<file path="src/design/clsp_pkg.sv">
// Shared types, codes and constants of the closed-loop stepper positioner.
package clsp_pkg;

  localparam int SAMPLE_W   = 12;
  localparam int POS_W      = 32;
  localparam int CFG_W      = 24;
  localparam int CFG_IDX_W  = 3;
  localparam int INTERVAL_W = 26;
  localparam int PROD_W     = 32;
  localparam int DIV_CNT_W  = 5;
  localparam int RAW_W      = SAMPLE_W + 1;
  localparam int MCAND_W    = CFG_W + 1;
  localparam int SPROD_W    = RAW_W + MCAND_W;
  localparam int WIDE_W     = 64;

  localparam logic [INTERVAL_W-1:0] STEP_DIVIDEND  = 26'd60000000;
  localparam logic [INTERVAL_W-1:0] RESET_INTERVAL = 26'd10000;
  localparam logic [MCAND_W-1:0]    DEGREES_FULL   = 25'd360;

  // Configuration register indexes
  localparam logic [CFG_IDX_W-1:0] CFG_UNIT_MODE     = 3'd0;
  localparam logic [CFG_IDX_W-1:0] CFG_CUSTOM_SCALE  = 3'd1;
  localparam logic [CFG_IDX_W-1:0] CFG_STEPS_PER_REV = 3'd2;
  localparam logic [CFG_IDX_W-1:0] CFG_SPEED_RPM     = 3'd3;
  localparam logic [CFG_IDX_W-1:0] CFG_HOLD_TORQUE   = 3'd4;

  // Unit modes
  localparam logic [1:0] MODE_ANGLE  = 2'd0;
  localparam logic [1:0] MODE_MOTOR  = 2'd1;
  localparam logic [1:0] MODE_SCALED = 2'd2;

  // Operations
  localparam logic OP_TICK  = 1'b0;
  localparam logic OP_START = 1'b1;

  localparam logic [3:0] COILS_OFF = 4'd0;

  typedef struct packed {
    logic                    operation;
    logic signed [POS_W-1:0] target_position;
    logic [SAMPLE_W-1:0]     encoder_sample;
    logic                    sample_valid;
  } in_item_t;

  typedef struct packed {
    logic [3:0]              coil_drive;
    logic                    busy_res;
    logic                    move_done;
    logic signed [POS_W-1:0] step_count;
    logic signed [POS_W-1:0] measured_position;
  } out_item_t;

  typedef struct packed {
    logic load;
    logic mul;
    logic scale;
    logic commit;
  } dp_cmd_t;

  typedef struct packed {
    logic div_busy;
  } dp_stat_t;

  typedef enum logic [1:0] {
    ST_IDLE,
    ST_MUL,
    ST_SCALE,
    ST_EVAL
  } ctrl_state_t;

  function automatic logic [3:0] fwd_pattern(input logic [1:0] ph);
    logic [3:0] p;
    unique case (ph)
      2'd0: p = 4'd9;
      2'd1: p = 4'd10;
      2'd2: p = 4'd6;
      default: p = 4'd5;
    endcase
    return p;
  endfunction

  function automatic logic [3:0] bwd_pattern(input logic [1:0] ph);
    logic [3:0] p;
    unique case (ph)
      2'd0: p = 4'd5;
      2'd1: p = 4'd6;
      2'd2: p = 4'd10;
      default: p = 4'd9;
    endcase
    return p;
  endfunction

endpackage

</file>
<file path="src/design/clsp_div.sv">
// Step interval unit: rpm times steps, then a one-bit-a-cycle restoring divide.
module clsp_div (
  input  logic                                clk,
  input  logic                                rst_n,
  input  logic                                start,
  input  logic [15:0]                         speed_rpm,
  input  logic [15:0]                         steps_per_rev,
  output logic                                busy,
  output logic [clsp_pkg::INTERVAL_W-1:0]     step_interval
);

  logic                                run_r;
  logic [clsp_pkg::DIV_CNT_W-1:0]      cnt_r;
  logic [clsp_pkg::INTERVAL_W-1:0]     interval_r;
  logic [clsp_pkg::PROD_W-1:0]         prod_r;
  logic [clsp_pkg::PROD_W-1:0]         rem_r;
  logic [clsp_pkg::INTERVAL_W-1:0]     quo_r;

  logic [clsp_pkg::PROD_W-1:0]         divisor;
  logic [clsp_pkg::PROD_W:0]           trial;
  logic [clsp_pkg::PROD_W-1:0]         rem_nxt;
  logic [clsp_pkg::INTERVAL_W-1:0]     quo_nxt;
  logic                                last_bit;

  always_comb begin
    // a zero product counts as one
    divisor = (prod_r == '0) ? clsp_pkg::PROD_W'(1) : prod_r;
    trial   = {rem_r, quo_r[clsp_pkg::INTERVAL_W-1]};
    if (trial >= {1'b0, divisor}) begin
      rem_nxt = clsp_pkg::PROD_W'(trial - {1'b0, divisor});
      quo_nxt = {quo_r[clsp_pkg::INTERVAL_W-2:0], 1'b1};
    end else begin
      rem_nxt = trial[clsp_pkg::PROD_W-1:0];
      quo_nxt = {quo_r[clsp_pkg::INTERVAL_W-2:0], 1'b0};
    end
    last_bit = (cnt_r == clsp_pkg::DIV_CNT_W'(clsp_pkg::INTERVAL_W - 1));
  end

  always_ff @(posedge clk) begin
    if (!rst_n) begin
      run_r      <= 1'b0;
      cnt_r      <= '0;
      interval_r <= clsp_pkg::RESET_INTERVAL;
    end else if (start) begin
      run_r <= 1'b1;
      cnt_r <= '0;
    end else if (run_r) begin
      cnt_r <= cnt_r + 1'b1;
      if (last_bit) begin
        run_r      <= 1'b0;
        // clamp the interval to at least one tick
        interval_r <= (quo_nxt == '0) ? clsp_pkg::INTERVAL_W'(1) : quo_nxt;
      end
    end
  end

  always_ff @(posedge clk) begin
    if (start) begin
      prod_r <= clsp_pkg::PROD_W'(speed_rpm * steps_per_rev);
      rem_r  <= '0;
      quo_r  <= clsp_pkg::STEP_DIVIDEND;
    end else if (run_r) begin
      rem_r <= rem_nxt;
      quo_r <= quo_nxt;
    end
  end

  assign busy          = start | run_r;
  assign step_interval = interval_r;

  a_interval_nonzero: assert property (@(posedge clk) disable iff (!rst_n)
    interval_r != '0)
    else $error("step interval is zero");

endmodule

</file>
<file path="src/design/clsp_datapath.sv">
// Datapath: configuration, sample scaling, deadband check and motion state.
module clsp_datapath #(
  parameter int ENCODER_BITS       = 12,
  parameter int POSITION_FRAC_BITS = 8
) (
  input  logic                                 clk,
  input  logic                                 rst_n,
  input  clsp_pkg::dp_cmd_t                    cmd,
  output clsp_pkg::dp_stat_t                   stat,
  input  clsp_pkg::in_item_t                   in_data,
  output clsp_pkg::out_item_t                  out_data,
  input  logic                                 cfg_we,
  input  logic [clsp_pkg::CFG_IDX_W-1:0]       cfg_index,
  input  logic [clsp_pkg::CFG_W-1:0]           cfg_wdata
);

  localparam logic [clsp_pkg::SAMPLE_W-1:0] SAMPLE_MASK =
    (ENCODER_BITS >= clsp_pkg::SAMPLE_W) ? {clsp_pkg::SAMPLE_W{1'b1}} :
    clsp_pkg::SAMPLE_W'((1 << ENCODER_BITS) - 1);
  localparam logic signed [clsp_pkg::POS_W:0] DEADBAND =
    (clsp_pkg::POS_W + 1)'(1 << POSITION_FRAC_BITS);
  localparam logic signed [clsp_pkg::WIDE_W-1:0] POS_MAX = 64'sh0000_0000_7FFF_FFFF;
  localparam logic signed [clsp_pkg::WIDE_W-1:0] POS_MIN = -64'sh0000_0000_8000_0000;

  // configuration registers
  logic [1:0]                  unit_mode_r;
  logic [clsp_pkg::CFG_W-1:0]  custom_scale_r;
  logic [15:0]                 steps_per_rev_r;
  logic [15:0]                 speed_rpm_r;
  logic                        hold_torque_r;
  logic                        div_start_r;

  // motion state
  logic [1:0]                            phase_r, phase_nxt;
  logic [clsp_pkg::POS_W-1:0]            net_steps_r, net_steps_nxt;
  logic [clsp_pkg::INTERVAL_W-1:0]       wait_ticks_r, wait_ticks_nxt;
  logic signed [clsp_pkg::POS_W-1:0]     target_r, target_nxt;
  logic signed [clsp_pkg::POS_W-1:0]     last_pos_r, last_pos_nxt;
  logic                                  moving_r, moving_nxt;
  logic [3:0]                            coil_r, coil_nxt;
  logic                                  done;

  // per-item work registers
  clsp_pkg::in_item_t                    item_r;
  logic signed [clsp_pkg::SPROD_W-1:0]   sprod_r;
  logic signed [clsp_pkg::POS_W-1:0]     pos_r;
  clsp_pkg::out_item_t                   out_r;

  logic                                  div_busy;
  logic [clsp_pkg::INTERVAL_W-1:0]       step_interval;

  logic signed [clsp_pkg::RAW_W-1:0]     raw;
  logic signed [clsp_pkg::MCAND_W-1:0]   mcand;
  logic signed [clsp_pkg::WIDE_W-1:0]    wide;
  logic signed [clsp_pkg::WIDE_W-1:0]    scaled;
  logic signed [clsp_pkg::POS_W-1:0]     tgt;
  logic signed [clsp_pkg::POS_W:0]       diff;
  logic signed [clsp_pkg::POS_W:0]       abs_diff;
  logic                                  in_band;
  logic                                  below;

  clsp_div u_div (
    .clk           (clk),
    .rst_n         (rst_n),
    .start         (div_start_r),
    .speed_rpm     (speed_rpm_r),
    .steps_per_rev (steps_per_rev_r),
    .busy          (div_busy),
    .step_interval (step_interval)
  );

  always_ff @(posedge clk) begin
    if (!rst_n) begin
      unit_mode_r     <= clsp_pkg::MODE_ANGLE;
      custom_scale_r  <= 24'd65536;
      steps_per_rev_r <= 16'd200;
      speed_rpm_r     <= 16'd30;
      hold_torque_r   <= 1'b1;
      div_start_r     <= 1'b0;
    end else begin
      div_start_r <= 1'b0;
      if (cfg_we) begin
        unique case (cfg_index)
          clsp_pkg::CFG_UNIT_MODE:    unit_mode_r    <= cfg_wdata[1:0];
          clsp_pkg::CFG_CUSTOM_SCALE: custom_scale_r <= cfg_wdata;
          clsp_pkg::CFG_STEPS_PER_REV: begin
            steps_per_rev_r <= cfg_wdata[15:0];
            div_start_r     <= 1'b1;
          end
          clsp_pkg::CFG_SPEED_RPM: begin
            speed_rpm_r <= cfg_wdata[15:0];
            div_start_r <= 1'b1;
          end
          clsp_pkg::CFG_HOLD_TORQUE:  hold_torque_r  <= cfg_wdata[0];
          default: ;
        endcase
      end
    end
  end

  // multiply: raw sample (or -1 without a valid sample) times the unit factor
  always_comb begin
    raw = item_r.sample_valid ?
          $signed({1'b0, item_r.encoder_sample & SAMPLE_MASK}) :
          -clsp_pkg::RAW_W'(1);
    unique case (unit_mode_r)
      clsp_pkg::MODE_ANGLE:  mcand = clsp_pkg::DEGREES_FULL;
      clsp_pkg::MODE_SCALED: mcand = $signed({1'b0, custom_scale_r});
      default:               mcand = $signed({9'd0, steps_per_rev_r});
    endcase
  end

  // scale: floor shift and saturate to Q24.8
  always_comb begin
    wide = clsp_pkg::WIDE_W'(sprod_r) <<< POSITION_FRAC_BITS;
    if (unit_mode_r == clsp_pkg::MODE_SCALED) begin
      scaled = wide >>> 16;
    end else begin
      scaled = wide >>> ENCODER_BITS;
    end
  end

  // evaluate and build the next motion state
  always_comb begin
    tgt      = (item_r.operation == clsp_pkg::OP_START) ? item_r.target_position : target_r;
    diff     = (clsp_pkg::POS_W + 1)'(pos_r) - (clsp_pkg::POS_W + 1)'(tgt);
    abs_diff = (diff < 0) ? -diff : diff;
    in_band  = (abs_diff <= DEADBAND);
    below    = (pos_r < tgt);

    phase_nxt      = phase_r;
    net_steps_nxt  = net_steps_r;
    wait_ticks_nxt = wait_ticks_r;
    target_nxt     = target_r;
    last_pos_nxt   = last_pos_r;
    moving_nxt     = moving_r;
    coil_nxt       = coil_r;
    done           = 1'b0;

    if (item_r.operation == clsp_pkg::OP_START) begin
      target_nxt     = item_r.target_position;
      last_pos_nxt   = pos_r;
      wait_ticks_nxt = '0;
      if (in_band) begin
        moving_nxt = 1'b0;
        done       = 1'b1;
        if (!hold_torque_r) coil_nxt = clsp_pkg::COILS_OFF;
      end else begin
        moving_nxt = 1'b1;
      end
    end else if (moving_r) begin
      if (wait_ticks_r != '0) begin
        wait_ticks_nxt = wait_ticks_r - 1'b1;
      end else begin
        last_pos_nxt = pos_r;
        if (in_band) begin
          moving_nxt = 1'b0;
          done       = 1'b1;
          if (!hold_torque_r) coil_nxt = clsp_pkg::COILS_OFF;
        end else begin
          if (below) begin
            coil_nxt      = clsp_pkg::fwd_pattern(phase_r);
            phase_nxt     = phase_r + 2'd1;
            net_steps_nxt = net_steps_r + 1'b1;
          end else begin
            coil_nxt      = clsp_pkg::bwd_pattern(phase_r);
            phase_nxt     = phase_r - 2'd1;
            net_steps_nxt = net_steps_r - 1'b1;
          end
          wait_ticks_nxt = step_interval - 1'b1;
        end
      end
    end
  end

  always_ff @(posedge clk) begin
    if (!rst_n) begin
      phase_r      <= '0;
      net_steps_r  <= '0;
      wait_ticks_r <= '0;
      target_r     <= '0;
      last_pos_r   <= '0;
      moving_r     <= 1'b0;
      coil_r       <= clsp_pkg::COILS_OFF;
    end else if (cmd.commit) begin
      phase_r      <= phase_nxt;
      net_steps_r  <= net_steps_nxt;
      wait_ticks_r <= wait_ticks_nxt;
      target_r     <= target_nxt;
      last_pos_r   <= last_pos_nxt;
      moving_r     <= moving_nxt;
      coil_r       <= coil_nxt;
    end
  end

  always_ff @(posedge clk) begin
    if (cmd.load) item_r <= in_data;
    if (cmd.mul) sprod_r <= raw * mcand;
    if (cmd.scale) begin
      if (scaled > POS_MAX) begin
        pos_r <= POS_MAX[clsp_pkg::POS_W-1:0];
      end else if (scaled < POS_MIN) begin
        pos_r <= POS_MIN[clsp_pkg::POS_W-1:0];
      end else begin
        pos_r <= scaled[clsp_pkg::POS_W-1:0];
      end
    end
    if (cmd.commit) begin
      out_r.coil_drive        <= coil_nxt;
      out_r.busy_res          <= moving_nxt;
      out_r.move_done         <= done;
      out_r.step_count        <= net_steps_nxt;
      out_r.measured_position <= last_pos_nxt;
    end
  end

  assign out_data      = out_r;
  assign stat.div_busy = div_busy | div_start_r;

  a_step_moves_phase: assert property (@(posedge clk) disable iff (!rst_n)
    ($past(rst_n) && net_steps_r != $past(net_steps_r)) |-> phase_r != $past(phase_r))
    else $error("step count changed without a phase change");

endmodule

</file>
<file path="src/design/clsp_ctrl.sv">
// Controller: sequences accept, multiply, scale and commit of one request.
module clsp_ctrl (
  input  logic                 clk,
  input  logic                 rst_n,
  input  logic                 in_valid,
  output logic                 in_stall,
  output logic                 out_valid,
  input  logic                 out_stall,
  input  clsp_pkg::dp_stat_t   stat,
  output clsp_pkg::dp_cmd_t    cmd
);

  clsp_pkg::ctrl_state_t state_r, state_nxt;
  logic                  out_valid_r, out_valid_nxt;

  always_ff @(posedge clk) begin
    if (!rst_n) begin
      state_r     <= clsp_pkg::ST_IDLE;
      out_valid_r <= 1'b0;
    end else begin
      state_r     <= state_nxt;
      out_valid_r <= out_valid_nxt;
    end
  end

  always_comb begin
    state_nxt  = state_r;
    cmd        = '0;
    in_stall   = 1'b1;
    unique case (state_r)
      clsp_pkg::ST_IDLE: begin
        // hold off requests while the interval divide runs
        in_stall = stat.div_busy;
        if (in_valid && !stat.div_busy) begin
          cmd.load  = 1'b1;
          state_nxt = clsp_pkg::ST_MUL;
        end
      end
      clsp_pkg::ST_MUL: begin
        cmd.mul   = 1'b1;
        state_nxt = clsp_pkg::ST_SCALE;
      end
      clsp_pkg::ST_SCALE: begin
        cmd.scale = 1'b1;
        state_nxt = clsp_pkg::ST_EVAL;
      end
      clsp_pkg::ST_EVAL: begin
        // commit once the output register is free
        if (!out_valid_r || !out_stall) begin
          cmd.commit = 1'b1;
          state_nxt  = clsp_pkg::ST_IDLE;
        end
      end
      default: state_nxt = clsp_pkg::ST_IDLE;
    endcase

    if (cmd.commit) begin
      out_valid_nxt = 1'b1;
    end else if (!out_stall) begin
      out_valid_nxt = 1'b0;
    end else begin
      out_valid_nxt = out_valid_r;
    end
  end

  assign out_valid = out_valid_r;

  a_rise_after_eval: assert property (@(posedge clk) disable iff (!rst_n)
    $rose(out_valid_r) |-> $past(state_r == clsp_pkg::ST_EVAL))
    else $error("result appeared without a commit");

  a_accept_only_idle: assert property (@(posedge clk) disable iff (!rst_n)
    !in_stall |-> (state_r == clsp_pkg::ST_IDLE && !stat.div_busy))
    else $error("request accepted outside idle");

  a_no_overwrite: assert property (@(posedge clk) disable iff (!rst_n)
    cmd.commit |-> !(out_valid_r && out_stall))
    else $error("commit over a held result");

endmodule

</file>
<file path="src/design/closed_loop_stepper_positioner.sv">
// Top level of the closed-loop full-step stepper positioner.
//
//  channel  direction  handshake            payload
//  in_      input      in_valid / in_stall  clsp_pkg::in_item_t
//  out_     output     out_valid/out_stall  clsp_pkg::out_item_t
//  cfg_     input      cfg_we               cfg_index, cfg_wdata
//
// Each request steps through accept, multiply, scale, then evaluate and commit.
// A new request is taken in the cycle after commit while the result waits, unless an interval divide is running.
// Writing steps_per_rev or speed_rpm starts an interval divide
// (a product step, then one quotient bit a cycle); input stalls meanwhile.
// Reset is synchronous, active low; no clearing pass follows it.
// A stalled result holds the commit of the following request in evaluate.
module closed_loop_stepper_positioner #(
  parameter int ENCODER_BITS       = 12,
  parameter int POSITION_FRAC_BITS = 8
) (
  input  logic                              clk,
  input  logic                              rst_n,
  input  logic                              in_valid,
  output logic                              in_stall,
  input  clsp_pkg::in_item_t                in_data,
  output logic                              out_valid,
  input  logic                              out_stall,
  output clsp_pkg::out_item_t               out_data,
  input  logic                              cfg_we,
  input  logic [clsp_pkg::CFG_IDX_W-1:0]    cfg_index,
  input  logic [clsp_pkg::CFG_W-1:0]        cfg_wdata
);

  clsp_pkg::dp_cmd_t  cmd;
  clsp_pkg::dp_stat_t stat;

  clsp_ctrl u_ctrl (
    .clk       (clk),
    .rst_n     (rst_n),
    .in_valid  (in_valid),
    .in_stall  (in_stall),
    .out_valid (out_valid),
    .out_stall (out_stall),
    .stat      (stat),
    .cmd       (cmd)
  );

  clsp_datapath #(
    .ENCODER_BITS       (ENCODER_BITS),
    .POSITION_FRAC_BITS (POSITION_FRAC_BITS)
  ) u_datapath (
    .clk       (clk),
    .rst_n     (rst_n),
    .cmd       (cmd),
    .stat      (stat),
    .in_data   (in_data),
    .out_data  (out_data),
    .cfg_we    (cfg_we),
    .cfg_index (cfg_index),
    .cfg_wdata (cfg_wdata)
  );

endmodule
</file>
<file path="config.mk">
export PLATFORM = sky130hd
export DESIGN_NAME = closed_loop_stepper_positioner
export DESIGN_NICKNAME = d
export VERILOG_FILES = /design/src/design/clsp_pkg.sv /design/src/design/clsp_div.sv /design/src/design/clsp_datapath.sv /design/src/design/clsp_ctrl.sv /design/src/design/closed_loop_stepper_positioner.sv
export SDC_FILE = /design/constraint.sdc
export NUM_CORES = 2
export LEC_CHECK = 0
export BUFFER_PORTS_ARGS = -buffer_cell sky130_fd_sc_hd__buf_4
export CAP_MARGIN = 20
export CORE_MARGIN = 5
export CORE_UTILIZATION = 65
export CTS_BUF_LIST = sky130_fd_sc_hd__clkbuf_2
export DETAILED_ROUTE_END_ITERATION = 10
export PLACE_DENSITY_LB_ADDON = 0.08
export SKIP_LAST_GASP = 1
export SYNTH_ARGS = -nofsm -noshare
export SYNTH_HDL_FRONTEND = slang
export SYNTH_SLANG_ARGS = --single-unit
</file>
<file path="constraint.sdc">
create_clock -name clk -period 10.05 [get_ports clk]
set_clock_uncertainty 0.15 [all_clocks]
set_input_delay 0.5025 -clock clk [delete_from_list [all_inputs] [get_ports clk]]
set_output_delay 0.5025 -clock clk [all_outputs]
set_load 0.03 [all_outputs]
</file>
# After elaboration in Yosys (flattened, before gate mapping)
# Cells that the tools add are included.
op_classes:
  n_reduce_logical: 25
  n_bitwise: 7
  n_mux: 56
  order_cmp: 6
  add_sub_neg: 10
  multipliers: 2
  n_eq_ne: 15
ops:
  columns: ["operator", "count"]
  rows:
  - ["$mux W32", 12]
  - ["$mux W26", 5]
  - ["$mux W33", 2]
  - ["$sub A26 B1 Y26 const B", 2]
  - ["$pmux W24 S2", 1]
  - ["$mul A13 B25 Y38", 1]
  - ["$gt A34 B32 Y1 const B", 1]
  - ["$lt A34 B32 Y1 const B", 1]
  - ["$ge A33 B32 Y1", 1]
  - ["$le A33 B10 Y1 const B", 1]
  - ["$lt A33 B1 Y1 const B", 1]
  - ["$neg A33 Y33", 1]
  - ["$sub A32 B32 Y33", 1]
  - ["$add A32 B1 Y32 const B", 1]
  - ["$logic_not A32 Y1", 1]
  - ["$lt A32 B32 Y1", 1]
  - ["$mul A16 B16 Y32", 1]
  - ["$sub A32 B1 Y32 const B", 1]
  - ["$sub A32 B32 Y32", 1]
  - ["$mux W4", 7]
  - ["$logic_not A26 Y1", 1]
  - ["$reduce_bool A26 Y1", 1]
  - ["$pmux W4 S3", 2]
  - ["$mux W1", 22]
  - ["other kinds (26)", 52]
totals:
  register_bits: 500
  in_bits: 78
  output_inout_bits: 72
  elab_cells: 153

# Longest topological paths before layout
depth:
  word_depth: 9
  ltp_mapped: 34
  ltp_nobuf: 33

# Hierarchy
# A second synthesis with hierarchy kept.
unflattened:
  hier_cells: 4866
  area_unflattened_um2: 44551.5
modules_own_cells:
  columns: ["mod", "n_inst", "area_each_um2", "seq_area_each_um2", "cells_per_inst"]
  rows:
  - ["clsp_datapath", 1, 29766.0, 9248.9, 3237]
  - ["clsp_div", 1, 14549.0, 2762.6, 1604]
  - ["clsp_ctrl", 1, 236.5, 60.1, 25]

# Worst setup path before layout
# Ideal clock, no wire load.
synth_timing:
  path_kind: "register to register"
  startpoint: "reg u_datapath.item_r[45] (netlist name)"
  endpoint: "reg u_datapath.out_r (netlist bit u_datapath.out_data[63]) (data pin)"
  path_slack_ns: 1.302
  synth_period_minus_slack_ns: 8.748
  n_path_buf: 3
  arrival_time_ns: 8.337
  path_stages_with_launch: 34
  required_ns: 9.640
  setup_ns: 0.260
  path_cell_list: "edfxtp_1 buf_1 clkbuf_1 mux2i_1 ha_1 clkbuf_1 o21ai_1 a21oi_1 o211ai_1 a211oi_1 or3_1 o211ai_1 nand3b_1 a31oi_1 nor2b_1 nor2_1 a21oi_1 ha_1 a21o_1 a21oi_1 nor2b_1 o41a_1 or3b_2 nand4_1 a31o_2 o21bai_1 o21ai_0 o211a_1 a311o_1 a21o_1 a21oi_1 xnor2_1 nor2_1 xor2_1"
synth_between:
  elab_chain_cells: 9
  word_cells_on_any_way: 12
  cone_classes: "2 x add/sub; 3 x order compare; 7 x mux"
synth_lines:
  columns: ["element", "line_no", "text"]
  rows:
  - ["start: declaration", "clsp_datapath.sv:44", "clsp_pkg::in_item_t item_r;"]
  - ["start signal: assignment", "clsp_datapath.sv:197", "if (cmd.load) item_r <= in_data;"]
  - ["$mux W32", null, null]
  - ["$sub A32 B32 Y33", "clsp_datapath.sv:126", "diff = (clsp_pkg::POS_W + 1)'(pos_r) - (clsp_pkg::POS_W + 1)'(tgt);"]
  - ["$neg A33 Y33 / $lt A33 B1 Y1 (equally long branches)", "clsp_datapath.sv:127", "abs_diff = (diff < 0) ? -diff : diff;"]
  - ["$mux W33", "clsp_datapath.sv:127", null]
  - ["$le A33 B10 Y1", "clsp_datapath.sv:128", "in_band = (abs_diff <= DEADBAND);"]
  - ["$mux W32", "clsp_datapath.sv:156", "if (in_band) begin"]
  - ["$mux W32", "clsp_datapath.sv:152", "if (wait_ticks_r != '0) begin"]
  - ["$mux W32", "clsp_datapath.sv:151", "end else if (moving_r) begin"]
  - ["$mux W32 (*)", "clsp_datapath.sv:140", "if (item_r.operation == clsp_pkg::OP_START) begin"]
  - ["via u_datapath.net_steps_nxt, one bit", "clsp_datapath.sv:35", "logic [clsp_pkg::POS_W-1:0] net_steps_r, net_steps_nxt;"]
  - ["end: declaration", "clsp_datapath.sv:47", "clsp_pkg::out_item_t out_r;"]
# The timed path passes the listed nets; every way through them passes the cells marked *.
# A chain may end at the register's enable or synchronous reset.

# Final worst setup path
layout_timing:
  startpoint: "reg u_datapath.unit_mode_r[0]"
  endpoint: "reg u_datapath.sprod_r[37] (netlist name) (data pin)"
layout_between:
  elab_chain_cells: 3
  word_cells_on_any_way: 4
  cone_classes: "1 x mul; 1 x eq/ne; 1 x mux; 1 x reduce/logical"
layout_lines:
  columns: ["element", "line_no", "text"]
  rows:
  - ["start: declaration", "clsp_datapath.sv:26", "logic [1:0] unit_mode_r;"]
  - ["start signal: assignment", "clsp_datapath.sv:74", "unit_mode_r <= clsp_pkg::MODE_ANGLE;"]
  - ["start signal: assignment", "clsp_datapath.sv:84", "clsp_pkg::CFG_UNIT_MODE: unit_mode_r <= cfg_wdata[1:0];"]
  - ["$eq A2 B2 Y1 / $logic_not A2 Y1 (equally long branches)", "clsp_datapath.sv:106", "unique case (unit_mode_r)"]
  - ["$pmux W24 S2 (*)", "clsp_datapath.sv:106", null]
  - ["$mul A13 B25 Y38 (*)", "clsp_datapath.sv:198", "if (cmd.mul) sprod_r <= raw * mcand;"]
  - ["end signal: assignment", "clsp_datapath.sv:198", null]
  - ["end: declaration", "clsp_datapath.sv:45", "logic signed [clsp_pkg::SPROD_W-1:0] sprod_r;"]
# Mark *: on every way between the ends. The rest lies on a longest branch, timed or not.

==> flow_summary_export.csv <==
group,metric,value,unit
die,rows,95,
cts,cts_tree,"yes",
place,io_buffers,149,
timing,fin_crit_sh,91.4,%
die,fp.dieH,270,um
setup_path,worstSetupPathType,"flop to flop",
timing,setup_ws,0.867,ns
setup_path,critPathLaunchType,"flop",
die,num_io_pins,150,
pwr,ir_worst_vdd,384,uV
layout,design_area,48800,sq um
layout,drive_gt1_share,10.0,%
setup_path,cp_common_cell,"fa_1",
synth,ys_async_sr_fraction,0,%
timing,report.final.slew_viol_count,0,
die,dieArea,73000,sq um
place,placed_cell_area,45600,sq um
run_status,status,"finished clean",
setup_path,crit_path_end_kind,"flop",
timing,maxSlewHeadroom,14.8,%
layout,mostFrequentLayoutCells,"nand2_1 (659), inv_1 (551), nor2_1 (466)",
setup_path,critPathTopFamily,"compound AO/OA/AOI/OAI gates",
synth,syn-cell-area,44000,sq um
cts,clk_pin_slew_worst_paths,0.13,ns
timing,fmax,109,MHz
timing,finalHoldViolCount,0,
die,coreArea,67200,sq um
route,viasPerCell,5.92,
flow_run,cap_violations,0,
die,initial_utilization,65.5,%
synth,synth_cells,4790,
global_routing,first_global_vias,36200,
global_routing,grt_first_pass_wirelength,184000,um
route,drc,0,
layout,nets,5922,
route,postRouteAntennaNets,0,
setup_path,cp.required,10.95,ns
global_routing,grt_start_max_net_pins,106,
cts,clockRootBuffer,"clkbuf_2",
die,die_w,270,um
global_routing,grtUsageTotal,30.5,%
place,post-place-ws,0.999,ns
cts,ctsLongestPathBuffers,3,
layout,syn_to_final_growth,11.0,%
synth,ys_ff_latch,496,
timing,tns,0,ns
setup_path,arrival,10.08,ns
timing,finalSetupViolCount,0,
route,dr.pass1.iters,6,
route,drt-total-wl,112000,um
synth,synth_top_cell_area_share,20.0,%
synth,yosysTopAreaCell,"fa_1",
global_routing,antenna_found_initial,2,
cts,cts.sinks,496,
setup_path,max_stage_delay,0.75,ns
setup_path,crit_path_top_delay_cell,"a21oi_1",
place,hpwl,80000,um
cts,clkLatencyLatePin,1.30,ns
place,gp_congestion,0.979,
timing,period_minus_slack,9.18,ns
layout,mostFrequentLayoutCell,"nand2_1",
setup_path,crit_buf_inv,5,
pwr,powerDensity,230,nW/um^2
hold_path,hold_class,"primary input to flop",
synth,yosys_warnings,0,
cts,htreeDepth,4,
route,wl_per_cell,18.5,um
synth,synth.area.top_cells,"fa_1 (20%), edfxtp_1 (15%), dfxtp_1 (13%), ha_1 (9.3%), nand2_1 (5.6%)",
cts,cts_buffers,133,
setup_path,path_max_fanout,28,
timing,grt_setup_unrepaired,"false",
global_routing,gr-total-overflow,0,
synth,synth_nets,5633,
pwr,leakagePower,22.3,nW
synth,synthFlopType,"dfxtp_1",
route,drtIter0Drc,2544,
timing,tightest_slew,1.28,ns
synth,synth_edf_count,214,
synth,ys_seq_area_share,27.4,%
synth,synthDistinctLibCells,102,
route,vias,35900,
synth,synth.avg_cell_area,9.19,sq um
report_power, final:
group          switching (mW)  total, mW  internal [mW]
clock network           0.889       1.51          0.622
logic                    3.90       6.71           2.81
registers               0.278       2.99           2.71
final cells by class:
class                   count  area [sq um]
well taps                 873          1090
inverters                 556          2090
flip-flops and latches    496         12100
clock inverters            32           254
repair buffers            382          3370
diodes                      6          15.0
fillers                  5024         18300
clock buffers             203          1020
multi-input cells        3510         28900
metal layers:
layer / track usage [%] / wire, um / up-vias
li1: - / - / 16800
met1: 40.2 / 46500 / 17300
met2: 50.0 / 52700 / 1471
met3: 6.69 / 9150 / 333
met4: 11.4 / 3940 / 0
met5: 0 / 0 / -
per-stage QoR:
step           utilization [%]  power (mW)  instances  hold slack (ns)
2_1_floorplan                -        8.13       4790            0.291
3_3_place_gp              67.9        9.43       5624            0.301
3_5_place_dp              67.9        9.55       5624            0.307
4_1_cts                   72.6        11.2       6050          0.00927
6_report                  72.7        11.2       6058            0.138
5_1_grt                   72.7        12.3       6057           0.0837
cell usage after synthesis (30+ instances only):
cell,number
a211oi_1,46
a21boi_0,33
a21o_1,75
a21oi_1,192
a221o_1,36
a22oi_1,35
a31oi_1,32
and2_1,124
clkbuf_1,179
dfxtp_1,282
edfxtp_1,214
fa_1,439
ha_1,326
inv_1,551
mux2_2,53
mux2i_1,99
nand2_1,659
nand2b_1,42
nand3_1,44
nand4_1,38
nor2_1,466
nor2b_1,33
nor3_1,62
nor3b_1,36
nor4_1,33
o211a_1,39
o21ai_0,122
or3_1,30
xnor2_1,98
xor2_1,44
final timing paths:
check	start	endpoint	slack, ns	cells past startpoint
worst max-delay path	u_datapath.unit_mode_r[0]	u_datapath.sprod_r[37]	0.87	31
worst min-delay path	cfg_we	u_datapath.hold_torque_r	0.14	5
worst max register to register	u_datapath.unit_mode_r[0]	u_datapath.sprod_r[37]	0.87	31
worst min register to register	u_datapath.target_r[0]	u_datapath.target_r[0]	0.32	2
worst reg2reg max path: cells and delay by family (launching register included):
| family | cells | cell delay [ns] |
|---|---|---|
| flops | 1 | 0.32 |
| fa+ha+maj | 7 | 3.21 |
| compound gates | 13 | 3.67 |
| xor+xnor | 1 | 0.11 |
| buf+inv | 5 | 0.70 |
| simple gates | 5 | 0.82 |
state kept, by name, summed over array words and instances (netlist names), 2 cells and up:
register,flops
u_datapath.custom_scale_r,24
u_datapath.wait_ticks_r,26
u_datapath.last_pos_r,32
u_datapath.net_steps_r,32
u_datapath.steps_per_rev_r,16
u_datapath.u_div.quo_r,26
u_ctrl.state_r,2
u_datapath.item_r,46
u_datapath.speed_rpm_r,16
u_datapath.u_div.prod_r,32
u_datapath.out_data,70
u_datapath.u_div.cnt_r,5
u_datapath.u_div.rem_r,32
u_datapath.sprod_r,34
u_datapath.u_div.step_interval,26
u_datapath.pos_r,32
u_datapath.coil_r,4
u_datapath.unit_mode_r,2
u_datapath.phase_r,2
u_datapath.target_r,32
cells by family after synthesis:
kind of cell    synth area share [%]
buf+inv                         6.99
fa+ha+maj                       29.2
mux                             3.92
compound gates                  12.7
xor+xnor                        2.83
simple gates                    16.9
flops                           27.4
what timing repair did:
item / CTS / global route
hold buffers: 191 / 0
endpoints found under the hold margin: 330 / 0
setup buffers: 0 / 0
resized for setup: 0 / 0
Power figures use the tool's default switching activity.
